$ cat src/hw/rtl/cc20_pkg.sv
package cc20_pkg;

   localparam int unsigned WORD_W        = 32;
   localparam int unsigned NUM_WORDS     = 16;
   localparam int unsigned POS_W         = 4;
   localparam int unsigned PC_W          = 4;
   localparam int unsigned ROUND_W       = 4;
   localparam int unsigned DOUBLE_ROUNDS = 10;
   localparam int unsigned CSR_IDX_W     = 3;
   localparam int unsigned CSR_DATA_W    = 64;
   localparam int unsigned COUNT_W       = 3;

   localparam logic [WORD_W-1:0] SIGMA_0 = 32'h6170_7865;
   localparam logic [WORD_W-1:0] SIGMA_1 = 32'h3320_646e;
   localparam logic [WORD_W-1:0] SIGMA_2 = 32'h7962_2d32;
   localparam logic [WORD_W-1:0] SIGMA_3 = 32'h6b20_6574;

   localparam logic [ROUND_W-1:0] ROUND_LAST = ROUND_W'(DOUBLE_ROUNDS - 1);

   // Register indexes of the configuration port
   localparam logic [CSR_IDX_W-1:0] CSR_KEY_0_7   = 3'd0;
   localparam logic [CSR_IDX_W-1:0] CSR_KEY_8_15  = 3'd1;
   localparam logic [CSR_IDX_W-1:0] CSR_KEY_16_23 = 3'd2;
   localparam logic [CSR_IDX_W-1:0] CSR_KEY_24_31 = 3'd3;
   localparam logic [CSR_IDX_W-1:0] CSR_NONCE_0_7 = 3'd4;
   localparam logic [CSR_IDX_W-1:0] CSR_NONCE_8_11 = 3'd5;

   // Program addresses
   localparam logic [PC_W-1:0] STEP_WAIT  = 4'd0;
   localparam logic [PC_W-1:0] STEP_LOAD  = 4'd1;
   localparam logic [PC_W-1:0] STEP_ROUND = 4'd2;
   localparam logic [PC_W-1:0] STEP_LOOP  = 4'd9;
   localparam logic [PC_W-1:0] STEP_FINAL = 4'd10;
   localparam logic [PC_W-1:0] STEP_EMIT  = 4'd11;

   typedef enum logic [2:0] {
      OP_NONE,
      OP_LOAD,
      OP_ROUND,
      OP_FINAL,
      OP_EMIT
   } op_type;

   typedef enum logic [1:0] {
      JMP_NEXT,
      JMP_ALWAYS,
      JMP_POS_NZ,
      JMP_ROUND_MORE
   } jump_type;

   typedef struct packed {
      op_type          op;
      logic            take;
      logic            wait_out;
      logic            diag;
      logic [1:0]      phase;
      jump_type        jump;
      logic [PC_W-1:0] target;
   } ctrl_word_type;

   function automatic ctrl_word_type cw(op_type op, logic take, logic wait_out, logic diag,
                                        logic [1:0] phase, jump_type jump,
                                        logic [PC_W-1:0] target);
      ctrl_word_type w;
      w.op       = op;
      w.take     = take;
      w.wait_out = wait_out;
      w.diag     = diag;
      w.phase    = phase;
      w.jump     = jump;
      w.target   = target;
      return w;
   endfunction

   // Control store: wait for an item, build, mix and feed forward a block
   // when the position is zero, then emit the result.
   function automatic ctrl_word_type rom_word(logic [PC_W-1:0] pc);
      ctrl_word_type w;
      w = cw(OP_NONE, 1'b0, 1'b0, 1'b0, 2'd0, JMP_ALWAYS, STEP_WAIT);
      unique case (pc)
         STEP_WAIT:  w = cw(OP_NONE,  1'b1, 1'b0, 1'b0, 2'd0, JMP_POS_NZ,     STEP_EMIT);
         STEP_LOAD:  w = cw(OP_LOAD,  1'b0, 1'b0, 1'b0, 2'd0, JMP_NEXT,       STEP_WAIT);
         STEP_ROUND: w = cw(OP_ROUND, 1'b0, 1'b0, 1'b0, 2'd0, JMP_NEXT,       STEP_WAIT);
         4'd3:       w = cw(OP_ROUND, 1'b0, 1'b0, 1'b0, 2'd1, JMP_NEXT,       STEP_WAIT);
         4'd4:       w = cw(OP_ROUND, 1'b0, 1'b0, 1'b0, 2'd2, JMP_NEXT,       STEP_WAIT);
         4'd5:       w = cw(OP_ROUND, 1'b0, 1'b0, 1'b0, 2'd3, JMP_NEXT,       STEP_WAIT);
         4'd6:       w = cw(OP_ROUND, 1'b0, 1'b0, 1'b1, 2'd0, JMP_NEXT,       STEP_WAIT);
         4'd7:       w = cw(OP_ROUND, 1'b0, 1'b0, 1'b1, 2'd1, JMP_NEXT,       STEP_WAIT);
         4'd8:       w = cw(OP_ROUND, 1'b0, 1'b0, 1'b1, 2'd2, JMP_NEXT,       STEP_WAIT);
         STEP_LOOP:  w = cw(OP_ROUND, 1'b0, 1'b0, 1'b1, 2'd3, JMP_ROUND_MORE, STEP_ROUND);
         STEP_FINAL: w = cw(OP_FINAL, 1'b0, 1'b0, 1'b0, 2'd0, JMP_NEXT,       STEP_WAIT);
         STEP_EMIT:  w = cw(OP_EMIT,  1'b0, 1'b1, 1'b0, 2'd0, JMP_ALWAYS,     STEP_WAIT);
         default:    w = cw(OP_NONE,  1'b0, 1'b0, 1'b0, 2'd0, JMP_ALWAYS,     STEP_WAIT);
      endcase
      return w;
   endfunction

   // Rotation amounts of the four quarter-round phases: 16, 12, 8, 7
   function automatic logic [WORD_W-1:0] rot_phase(logic [WORD_W-1:0] v, logic [1:0] phase);
      logic [WORD_W-1:0] r;
      unique case (phase)
         2'd0: r = {v[15:0], v[31:16]};
         2'd1: r = {v[19:0], v[31:20]};
         2'd2: r = {v[23:0], v[31:24]};
         2'd3: r = {v[24:0], v[31:25]};
      endcase
      return r;
   endfunction

   function automatic logic [WORD_W-1:0] byte_mask(logic [COUNT_W-1:0] cnt);
      logic [WORD_W-1:0] m;
      unique case (cnt)
         3'd0:    m = 32'h0000_0000;
         3'd1:    m = 32'h0000_00ff;
         3'd2:    m = 32'h0000_ffff;
         3'd3:    m = 32'h00ff_ffff;
         default: m = 32'hffff_ffff;
      endcase
      return m;
   endfunction

endpackage

$ cat src/hw/rtl/chacha20_stream_cipher_top.sv
// ChaCha20 stream cipher (20 rounds, 32-bit block counter, 96-bit nonce).
//
// Load the key and nonce through the csr_ port while the block is idle;
// register 5 keeps the low 32 bits of its data, indexes 6 and 7 are ignored.
// Message words enter on the req_ channel (req_valid / req_stall), one item
// per word, and leave XORed with keystream on the rsp_ channel. Bytes above
// req_byte_count are returned as zero; the count and end flag pass through.
//
// A small control program steps a datapath of sixteen state words and four
// quarter-round lanes. Each lane does one add, xor and rotate per cycle.
// A word that opens a keystream block (position zero) goes through the
// load, round, feed-forward and emit steps before the next acceptance;
// every other word goes straight to its emit step, where the result is
// loaded into the output register. One item is worked on at a time.
//
// The result sits in an output register: a stalled receiver holds it there,
// and the block still takes the next item, holding in its emit step only if
// the previous result has not left. Synchronous reset clears the key, nonce
// and control state, sets the block counter to 1 and word position to 0.
// An item with end_of_message set returns the counter to 1 and position to 0.
module chacha20_stream_cipher_top (
   input  logic                           clock,
   input  logic                           reset,
   input  logic                           csr_wr_en,
   input  logic [cc20_pkg::CSR_IDX_W-1:0] csr_index,
   input  logic [cc20_pkg::CSR_DATA_W-1:0] csr_wdata,
   input  logic                           req_valid,
   output logic                           req_stall,
   input  logic [31:0]                    req_data_in,
   input  logic [2:0]                     req_byte_count,
   input  logic                           req_end_of_message,
   output logic                           rsp_valid,
   input  logic                           rsp_stall,
   output logic [31:0]                    rsp_data_out,
   output logic [2:0]                     rsp_byte_count_out,
   output logic                           rsp_last_out
);
   import cc20_pkg::*;

   // Configuration
   logic [63:0] key0_ff, key1_ff, key2_ff, key3_ff, nonce0_ff;
   logic [31:0] nonce1_ff;

   // Sequencer
   logic [PC_W-1:0]    pc_ff, pc_in;
   logic [ROUND_W-1:0] round_ff, round_in;
   ctrl_word_type      ctl;
   logic               hold;

   // Block state
   logic [WORD_W-1:0] counter_ff, counter_in;
   logic [POS_W-1:0]  pos_ff, pos_in;
   logic [WORD_W-1:0] work_ff [NUM_WORDS];
   logic [WORD_W-1:0] work_in [NUM_WORDS];
   logic [WORD_W-1:0] init_w  [NUM_WORDS];

   // Held item and output register
   logic [WORD_W-1:0]  hold_data_ff;
   logic [COUNT_W-1:0] hold_count_ff;
   logic               hold_last_ff;
   logic               rsp_valid_ff, rsp_valid_in;
   logic [WORD_W-1:0]  rsp_data_ff;
   logic [COUNT_W-1:0] rsp_count_ff;
   logic               rsp_last_ff;

   logic req_accept, out_busy, emit_fire;

   // Lane wiring
   logic [3:0]        x_idx [4];
   logic [3:0]        y_idx [4];
   logic [3:0]        z_idx [4];
   logic [WORD_W-1:0] x_sum [4];
   logic [WORD_W-1:0] z_rot [4];

   assign ctl        = rom_word(pc_ff);
   assign req_stall  = reset | ~ctl.take;
   assign req_accept = req_valid & ~req_stall;
   assign out_busy   = rsp_valid_ff & rsp_stall;
   assign hold       = (ctl.take & ~req_accept) | (ctl.wait_out & out_busy);
   assign emit_fire  = (ctl.op == OP_EMIT) & ~out_busy;

   assign rsp_valid          = rsp_valid_ff;
   assign rsp_data_out       = rsp_data_ff;
   assign rsp_byte_count_out = rsp_count_ff;
   assign rsp_last_out       = rsp_last_ff;

   // Configuration writes
   always_ff @(posedge clock) begin
      if (reset) begin
         key0_ff   <= '0;
         key1_ff   <= '0;
         key2_ff   <= '0;
         key3_ff   <= '0;
         nonce0_ff <= '0;
         nonce1_ff <= '0;
      end else if (csr_wr_en) begin
         unique case (csr_index)
            CSR_KEY_0_7:    key0_ff   <= csr_wdata;
            CSR_KEY_8_15:   key1_ff   <= csr_wdata;
            CSR_KEY_16_23:  key2_ff   <= csr_wdata;
            CSR_KEY_24_31:  key3_ff   <= csr_wdata;
            CSR_NONCE_0_7:  nonce0_ff <= csr_wdata;
            CSR_NONCE_8_11: nonce1_ff <= csr_wdata[31:0];
            default: ;      // drop writes beyond the register list
         endcase
      end
   end

   // Initial block state, rebuilt from the registers each time it is needed;
   // the counter advances after feed-forward and resets to 1 after a last item.
   always_comb begin
      init_w[0]  = SIGMA_0;
      init_w[1]  = SIGMA_1;
      init_w[2]  = SIGMA_2;
      init_w[3]  = SIGMA_3;
      init_w[4]  = key0_ff[31:0];
      init_w[5]  = key0_ff[63:32];
      init_w[6]  = key1_ff[31:0];
      init_w[7]  = key1_ff[63:32];
      init_w[8]  = key2_ff[31:0];
      init_w[9]  = key2_ff[63:32];
      init_w[10] = key3_ff[31:0];
      init_w[11] = key3_ff[63:32];
      init_w[12] = counter_ff;
      init_w[13] = nonce0_ff[31:0];
      init_w[14] = nonce0_ff[63:32];
      init_w[15] = nonce1_ff;
   end

   // Four quarter-round lanes. Column steps use words (l, 4+l, 8+l, 12+l),
   // diagonal steps shift rows b, c, d by one, two and three places.
   // Even phases: a += b, d = rot(d ^ a). Odd phases: c += d, b = rot(b ^ c).
   always_comb begin
      logic [1:0] lb, lc, ld;
      for (int l = 0; l < 4; l++) begin
         lb = 2'(l) + {1'b0, ctl.diag};
         lc = 2'(l) + {ctl.diag, 1'b0};
         ld = 2'(l) + {ctl.diag, ctl.diag};
         if (ctl.phase[0]) begin
            x_idx[l] = {2'b10, lc};
            y_idx[l] = {2'b11, ld};
            z_idx[l] = {2'b01, lb};
         end else begin
            x_idx[l] = {2'b00, 2'(l)};
            y_idx[l] = {2'b01, lb};
            z_idx[l] = {2'b11, ld};
         end
         x_sum[l] = work_ff[x_idx[l]] + work_ff[y_idx[l]];
         z_rot[l] = rot_phase(work_ff[z_idx[l]] ^ x_sum[l], ctl.phase);
      end
   end

   always_comb begin
      work_in = work_ff;
      unique case (ctl.op)
         OP_LOAD: begin
            work_in = init_w;
         end
         OP_ROUND: begin
            for (int l = 0; l < 4; l++) begin
               work_in[x_idx[l]] = x_sum[l];
               work_in[z_idx[l]] = z_rot[l];
            end
         end
         OP_FINAL: begin
            for (int i = 0; i < NUM_WORDS; i++) begin
               work_in[i] = work_ff[i] + init_w[i];
            end
         end
         OP_NONE, OP_EMIT: ;
         default: ;
      endcase
   end

   always_ff @(posedge clock) begin
      work_ff <= work_in;
   end

   // Sequencer: hold, branch or advance
   always_comb begin
      pc_in    = pc_ff;
      round_in = round_ff;
      if (!hold) begin
         unique case (ctl.jump)
            JMP_NEXT:   pc_in = pc_ff + 1'b1;
            JMP_ALWAYS: pc_in = ctl.target;
            JMP_POS_NZ: pc_in = (pos_ff != '0) ? ctl.target : pc_ff + 1'b1;
            JMP_ROUND_MORE: begin
               if (round_ff != ROUND_LAST) begin
                  pc_in    = ctl.target;
                  round_in = round_ff + 1'b1;
               end else begin
                  pc_in    = pc_ff + 1'b1;
                  round_in = '0;
               end
            end
         endcase
      end
   end

   // Counter and position
   always_comb begin
      counter_in = counter_ff;
      pos_in     = pos_ff;
      if (ctl.op == OP_FINAL) begin
         counter_in = counter_ff + 1'b1;
      end
      if (emit_fire) begin
         pos_in = pos_ff + 1'b1;
         if (hold_last_ff) begin
            counter_in = WORD_W'(1);
            pos_in     = '0;
         end
      end
   end

   always_comb begin
      rsp_valid_in = rsp_valid_ff & rsp_stall;
      if (emit_fire) begin
         rsp_valid_in = 1'b1;
      end
   end

   always_ff @(posedge clock) begin
      if (reset) begin
         pc_ff        <= STEP_WAIT;
         round_ff     <= '0;
         counter_ff   <= WORD_W'(1);
         pos_ff       <= '0;
         rsp_valid_ff <= 1'b0;
      end else begin
         pc_ff        <= pc_in;
         round_ff     <= round_in;
         counter_ff   <= counter_in;
         pos_ff       <= pos_in;
         rsp_valid_ff <= rsp_valid_in;
      end
   end

   // Capture the item on acceptance; load the result when it is emitted
   always_ff @(posedge clock) begin
      if (req_accept) begin
         hold_data_ff  <= req_data_in;
         hold_count_ff <= req_byte_count;
         hold_last_ff  <= req_end_of_message;
      end
      if (emit_fire) begin
         rsp_data_ff  <= (hold_data_ff ^ work_ff[pos_ff]) & byte_mask(hold_count_ff);
         rsp_count_ff <= hold_count_ff;
         rsp_last_ff  <= hold_last_ff;
      end
   end

endmodule

$ cat config.mk
export PLATFORM = sky130hd
export DESIGN_NAME = chacha20_stream_cipher_top
export DESIGN_NICKNAME = d
export VERILOG_FILES = /design/src/hw/rtl/cc20_pkg.sv /design/src/hw/rtl/chacha20_stream_cipher_top.sv
export SDC_FILE = /design/constraint.sdc
export NUM_CORES = 2
export LEC_CHECK = 0
export BUFFER_PORTS_ARGS = -buffer_cell sky130_fd_sc_hd__buf_2
export CAP_MARGIN = 20
export CELL_PAD_IN_SITES_DETAIL_PLACEMENT = 1
export CELL_PAD_IN_SITES_GLOBAL_PLACEMENT = 1
export CORE_ASPECT_RATIO = 1.75
export CORE_MARGIN = 3
export CORE_UTILIZATION = 40
export DETAILED_ROUTE_END_ITERATION = 8
export MAX_ROUTING_LAYER = met4
export PLACE_DENSITY = 0.65
export SYNTH_ARGS = -nofsm -noshare
export SYNTH_HDL_FRONTEND = slang
export SYNTH_SLANG_ARGS = --single-unit
$ cat constraint.sdc
create_clock -name clock -period 35.7 [get_ports clock]
set_clock_uncertainty 0.2 [all_clocks]
set_input_delay 3.57 -clock clock [delete_from_list [all_inputs] [get_ports clock]]
set_output_delay 3.57 -clock clock [all_outputs]
set_load 0.01 [all_outputs]
==> results.md <==
* **status** finished, violations left
* **violations in the final reports** max-slew violations
* **synthesis warning total** 0
* **reg-to-reg critical path endpoint** work_ff[331]
* **floorplan die height** 635 um
* **final setup violation count** 0
* **worst reg2reg path depth** 18
* **cts hold-fix bufs** 0
* **synthesized flop and latch total** 990
* **RePlAce Congestion** 1.14
* **vias in the first global route** 95.6k
* **detailed-routing iteration count for the pre-antenna-repair pass** 6
* **delay-heaviest family, CP** buffers and inverters
* **die footprint** 232000 um^2
* **Layout Nets** 11.2k
* **worst setup path startpoint** ctl[6]
* **CTS clk-pin slew, worst paths** 70 ps
* **maximum clock frequency** 107 MHz
* **post-synthesis sequential area ratio** 28.4%
* **largest stage delay on the critical path** 980 ps
* **final clock period utilization by the worst path** 26.1%
* **largest net degree at the start of global routing** 128
* **transition time at the pin with the least slew margin** 1580 ps
* **setup slack of the most critical reg-to-reg path** 26370 ps
* **Total GRT Usage** 50.0%
* **CTS Buf Count** 112
* **number of vias after detailed routing** 97.6k
* **share of the synthesized area in the top cell type** 19.4%
* **DRT iter0 DRCs** 12.8k
* **H-tree levels** 3
* **CP Max Fanout** 127
* **RSZ-0062 raised after global routing** false
* **number of setup buffers added after CTS** 0
* **maxcap violations** 0
* **worst hold-check path type** register to register
* **number of vias per cell after detailed routing** 7.12
* **type of the setup path with the least slack** register to register
* **summed area of non-filler cells in the final layout** 98900 um^2
* **Synth-to-Final Area Change** 9.29%
* **average wire length per cell after detail routing** 42.5 um
* **total nets after synthesis** 11.3k
* **share of synthesized registers carrying an async set or reset** 0%
* **prevailing post-synth register cell** sky130_fd_sc_hd__edfxtp_1
* **Post-Synthesis Mean Instance Area** 8.47 um^2
* **Netlist Area Pre-Place** 90500 um^2
* **startpoint of the worst hold path** hold_last_ff
* **worst slew margin relative to its limit** -5.37%
* **clk sinks** 990
* **first-pass GRT wire length** 784000 um
* **clock latency reported for the late side of the worst-skew pair** 840 ps
* **Critical Path Start Type** register
* **unique cell type count in the Yosys netlist** 101
* **nature of the critical path endpoint** register
* **total stage count of the critical path** 18
* **global route overflow** 0
* **Yosys top cell by area** sky130_fd_sc_hd__edfxtp_1
* **Core Footprint** 225000 um^2
* **post-placement cell area** 94800 um^2
* **CTS tree** yes
* **Buf/Inv on CP** 5
* **initial standard-cell utilization of the core** 40.3%
* **number of instances in the synthesized netlist** 10.7k
* **critical path data required time** 36020 ps
* **clock root cell** sky130_fd_sc_hd__clkbuf_16
* **fraction of final layout cells with drive strength greater than 1** 11.1%
* **count of input and output buffers** 145
* **Rows** 230
* **master of the slowest instance on the critical path** sky130_fd_sc_hd__xnor2_1
* **number of placed instances, taps included** 13.4k
* **antenna violations before repair** 67
* **count of flip-flops with a built-in enable after synthesis** 584
* **Post-Route WL** 583000 um
* **worst hold path stage count** 0
* **Worst Hold Endpoint** rsp_last_out
* **worst path cell trace** buf_4 -> buf_4 -> buf_12 -> buf_4 -> buf_4 -> a21oi_1 -> ha_1 -> nand4_1 -> a211oi_1 -> o21ai_1 -> a211oi_1 -> o21ai_0 -> and2_1 -> a311o_1 -> xnor2_1 -> nor2_1 -> o21ai_0 -> o21ai_0
* **crit-path most repeated cell** sky130_fd_sc_hd__buf_4
* **Chip Width** 366 um
* **DRC errors left** 0
* **Cell Count, Final, Fillers Out** 13.7k
* **launch instance of the worst register-to-register path** ctl[6]
* **Max Slew Vio Count** 1
* **largest cells by area after synthesis** sky130_fd_sc_hd__edfxtp_1, sky130_fd_sc_hd__mux4_2, sky130_fd_sc_hd__dfxtp_1
* **HPWL reported at the end of detailed placement** 458000 um
* **time the worst path needs with I/O delays and setup** 9330 ps
* **largest buffer count on any clock path** 3
* **Resize count post-CTS** 0
* **ports placed on the boundary** 146
* **Detail Route Antenna Nets** 0
* **Hold Fails Final Rpt** 0
* **Worst Path Arrival** 9650 ps
* **final-layout setup total negative slack** 0 ps
-- worst register-to-register path, stage by stage (launching register included) --
cell                       delay [ps]
sky130_fd_sc_hd__dfxtp_4          600
sky130_fd_sc_hd__buf_4            570
sky130_fd_sc_hd__buf_4            790
sky130_fd_sc_hd__buf_12           560
sky130_fd_sc_hd__buf_4            720
sky130_fd_sc_hd__buf_4            720
sky130_fd_sc_hd__a21oi_1          220
sky130_fd_sc_hd__ha_1             510
sky130_fd_sc_hd__nand4_1          300
sky130_fd_sc_hd__a211oi_1         270
sky130_fd_sc_hd__o21ai_1          210
sky130_fd_sc_hd__a211oi_1         530
sky130_fd_sc_hd__o21ai_0          390
sky130_fd_sc_hd__and2_1           320
sky130_fd_sc_hd__a311o_1          420
sky130_fd_sc_hd__xnor2_1          980
sky130_fd_sc_hd__nor2_1           310
sky130_fd_sc_hd__o21ai_0          290
sky130_fd_sc_hd__o21ai_0          130
-- metrics by stage --
stage	util [%]	hold slack [ps]	setup slack, ps
3_3_place_gp	42.1	244	26580
6_report	44.0	266	26370
2_1_floorplan	-	227	12560
5_1_grt	44.0	283	26260
4_1_cts	43.8	263	26840
3_5_place_dp	42.2	248	26850
-- per-layer routing --
metal / wire [um] / GRT usage [%] / vias up / part of all wire (%)
met5: 0 / - / - / 0
met4: 77500 / 51.0 / 0 / 13
met3: 56800 / 13.0 / 2383 / 9.7
met2: 256000 / 75.0 / 6181 / 44
met1: 192000 / 51.8 / 49281 / 33
li1: - / - / 39754 / -
-- area by class of cell --
class	count	area (um^2)
diodes	73	183
clock buffers	156	3230
clock inverters	58	557
well taps	3016	3770
flip-flops and latches	990	25700
repair buffers	439	3100
fillers	26410	126000
inverters	165	637
multi-input cells	8818	61700
-- worst max-delay path by stage --
stage,slack [ps],end
floorplan,12560,work_ff[0]
global placement,26580,work_ff[9]
detailed placement,26850,work_ff[79]
CTS,26840,work_ff[79]
global route,26260,work_ff[111]
finish,26370,work_ff[331]
-- cells in the mapped netlist, drive strengths merged (18+ instances only) --
| library cell | instances |
|---|---|
| nand2 | 1466 |
| a21oi | 1371 |
| nor2 | 976 |
| o21ai | 716 |
| edfxtp | 584 |
| clkbuf | 560 |
| ha | 504 |
| dfxtp | 406 |
| xnor2 | 376 |
| mux4 | 364 |
| mux2i | 303 |
| a21o | 251 |
| xor2 | 233 |
| nor3 | 199 |
| a211oi | 182 |
| inv | 164 |
| buf | 156 |
| nand3 | 143 |
| nand2b | 122 |
| o211ai | 108 |
| a31oi | 95 |
| and2 | 93 |
| o21a | 93 |
| and3 | 91 |
| a221oi | 80 |
| o21bai | 71 |
| o221ai | 65 |
| nor2b | 64 |
| o22ai | 61 |
| a22oi | 59 |
| nand4 | 57 |
| a221o | 51 |
| a222oi | 51 |
| or3 | 50 |
| mux2 | 41 |
| o31ai | 40 |
| a211o | 39 |
| or2 | 35 |
| a311oi | 31 |
| a311o | 20 |
| a32oi | 19 |
| o31a | 19 |
| a22o | 18 |
-- state kept, by name, summed over array words and instances (netlist names), 32 cells and up --
register / count
nonce0_ff: 64
counter_ff: 32
rsp_data_out: 32
key3_ff: 64
key0_ff: 64
hold_data_ff: 32
work_ff: 512
key2_ff: 64
nonce1_ff: 32
key1_ff: 64
-- layout by cell type, fill, tap and decap left out, types with 57 or more instances in the layout --
cell / Yosys / final
sky130_fd_sc_hd__xor2_1: 232 / 227
sky130_fd_sc_hd__edfxtp_1: 584 / 584
sky130_fd_sc_hd__a31oi_1: 94 / 94
sky130_fd_sc_hd__a21o_1: 251 / 250
sky130_fd_sc_hd__nand4_1: 57 / 57
sky130_fd_sc_hd__nor3_1: 199 / 196
sky130_fd_sc_hd__o21bai_1: 71 / 71
sky130_fd_sc_hd__a221oi_1: 79 / 79
sky130_fd_sc_hd__nor2_1: 975 / 960
sky130_fd_sc_hd__mux4_2: 364 / 364
sky130_fd_sc_hd__nand2_1: 1466 / 1458
sky130_fd_sc_hd__dfxtp_1: 406 / 398
sky130_fd_sc_hd__nand2b_1: 122 / 121
sky130_fd_sc_hd__a21oi_1: 1368 / 1367
sky130_fd_sc_hd__a22oi_1: 59 / 59
sky130_fd_sc_hd__xnor2_1: 373 / 368
sky130_fd_sc_hd__and2_1: 93 / 93
sky130_fd_sc_hd__clkbuf_16: 0 / 117
sky130_fd_sc_hd__a211oi_1: 177 / 174
sky130_fd_sc_hd__o22ai_1: 61 / 60
sky130_fd_sc_hd__diode_2: 0 / 73
sky130_fd_sc_hd__nor2b_1: 64 / 63
sky130_fd_sc_hd__o21a_1: 93 / 93
sky130_fd_sc_hd__mux2i_1: 303 / 303
sky130_fd_sc_hd__and3_1: 91 / 90
sky130_fd_sc_hd__buf_2: 75 / 145
sky130_fd_sc_hd__nand3_1: 143 / 141
sky130_fd_sc_hd__inv_1: 164 / 161
sky130_fd_sc_hd__ha_1: 504 / 504
sky130_fd_sc_hd__o211ai_1: 107 / 107
sky130_fd_sc_hd__buf_4: 10 / 273
sky130_fd_sc_hd__o21ai_0: 707 / 705
sky130_fd_sc_hd__o221ai_1: 65 / 65
-- cell families after synthesis --
logic type / Yosys count / synth area share [%]
buffers and inverters: 881 / 3.80
muxes: 708 / 12.9
xor gates and xnor gates: 632 / 6.51
adders and majority gates: 520 / 7.32
AOI/OAI and AO/OA: 3587 / 24.9
and+or+nand+nor: 3371 / 16.2
DFF: 990 / 28.4
Power is not shown: default switching activity piles up to over one toggle a cycle in this logic, so the estimate is an artifact.
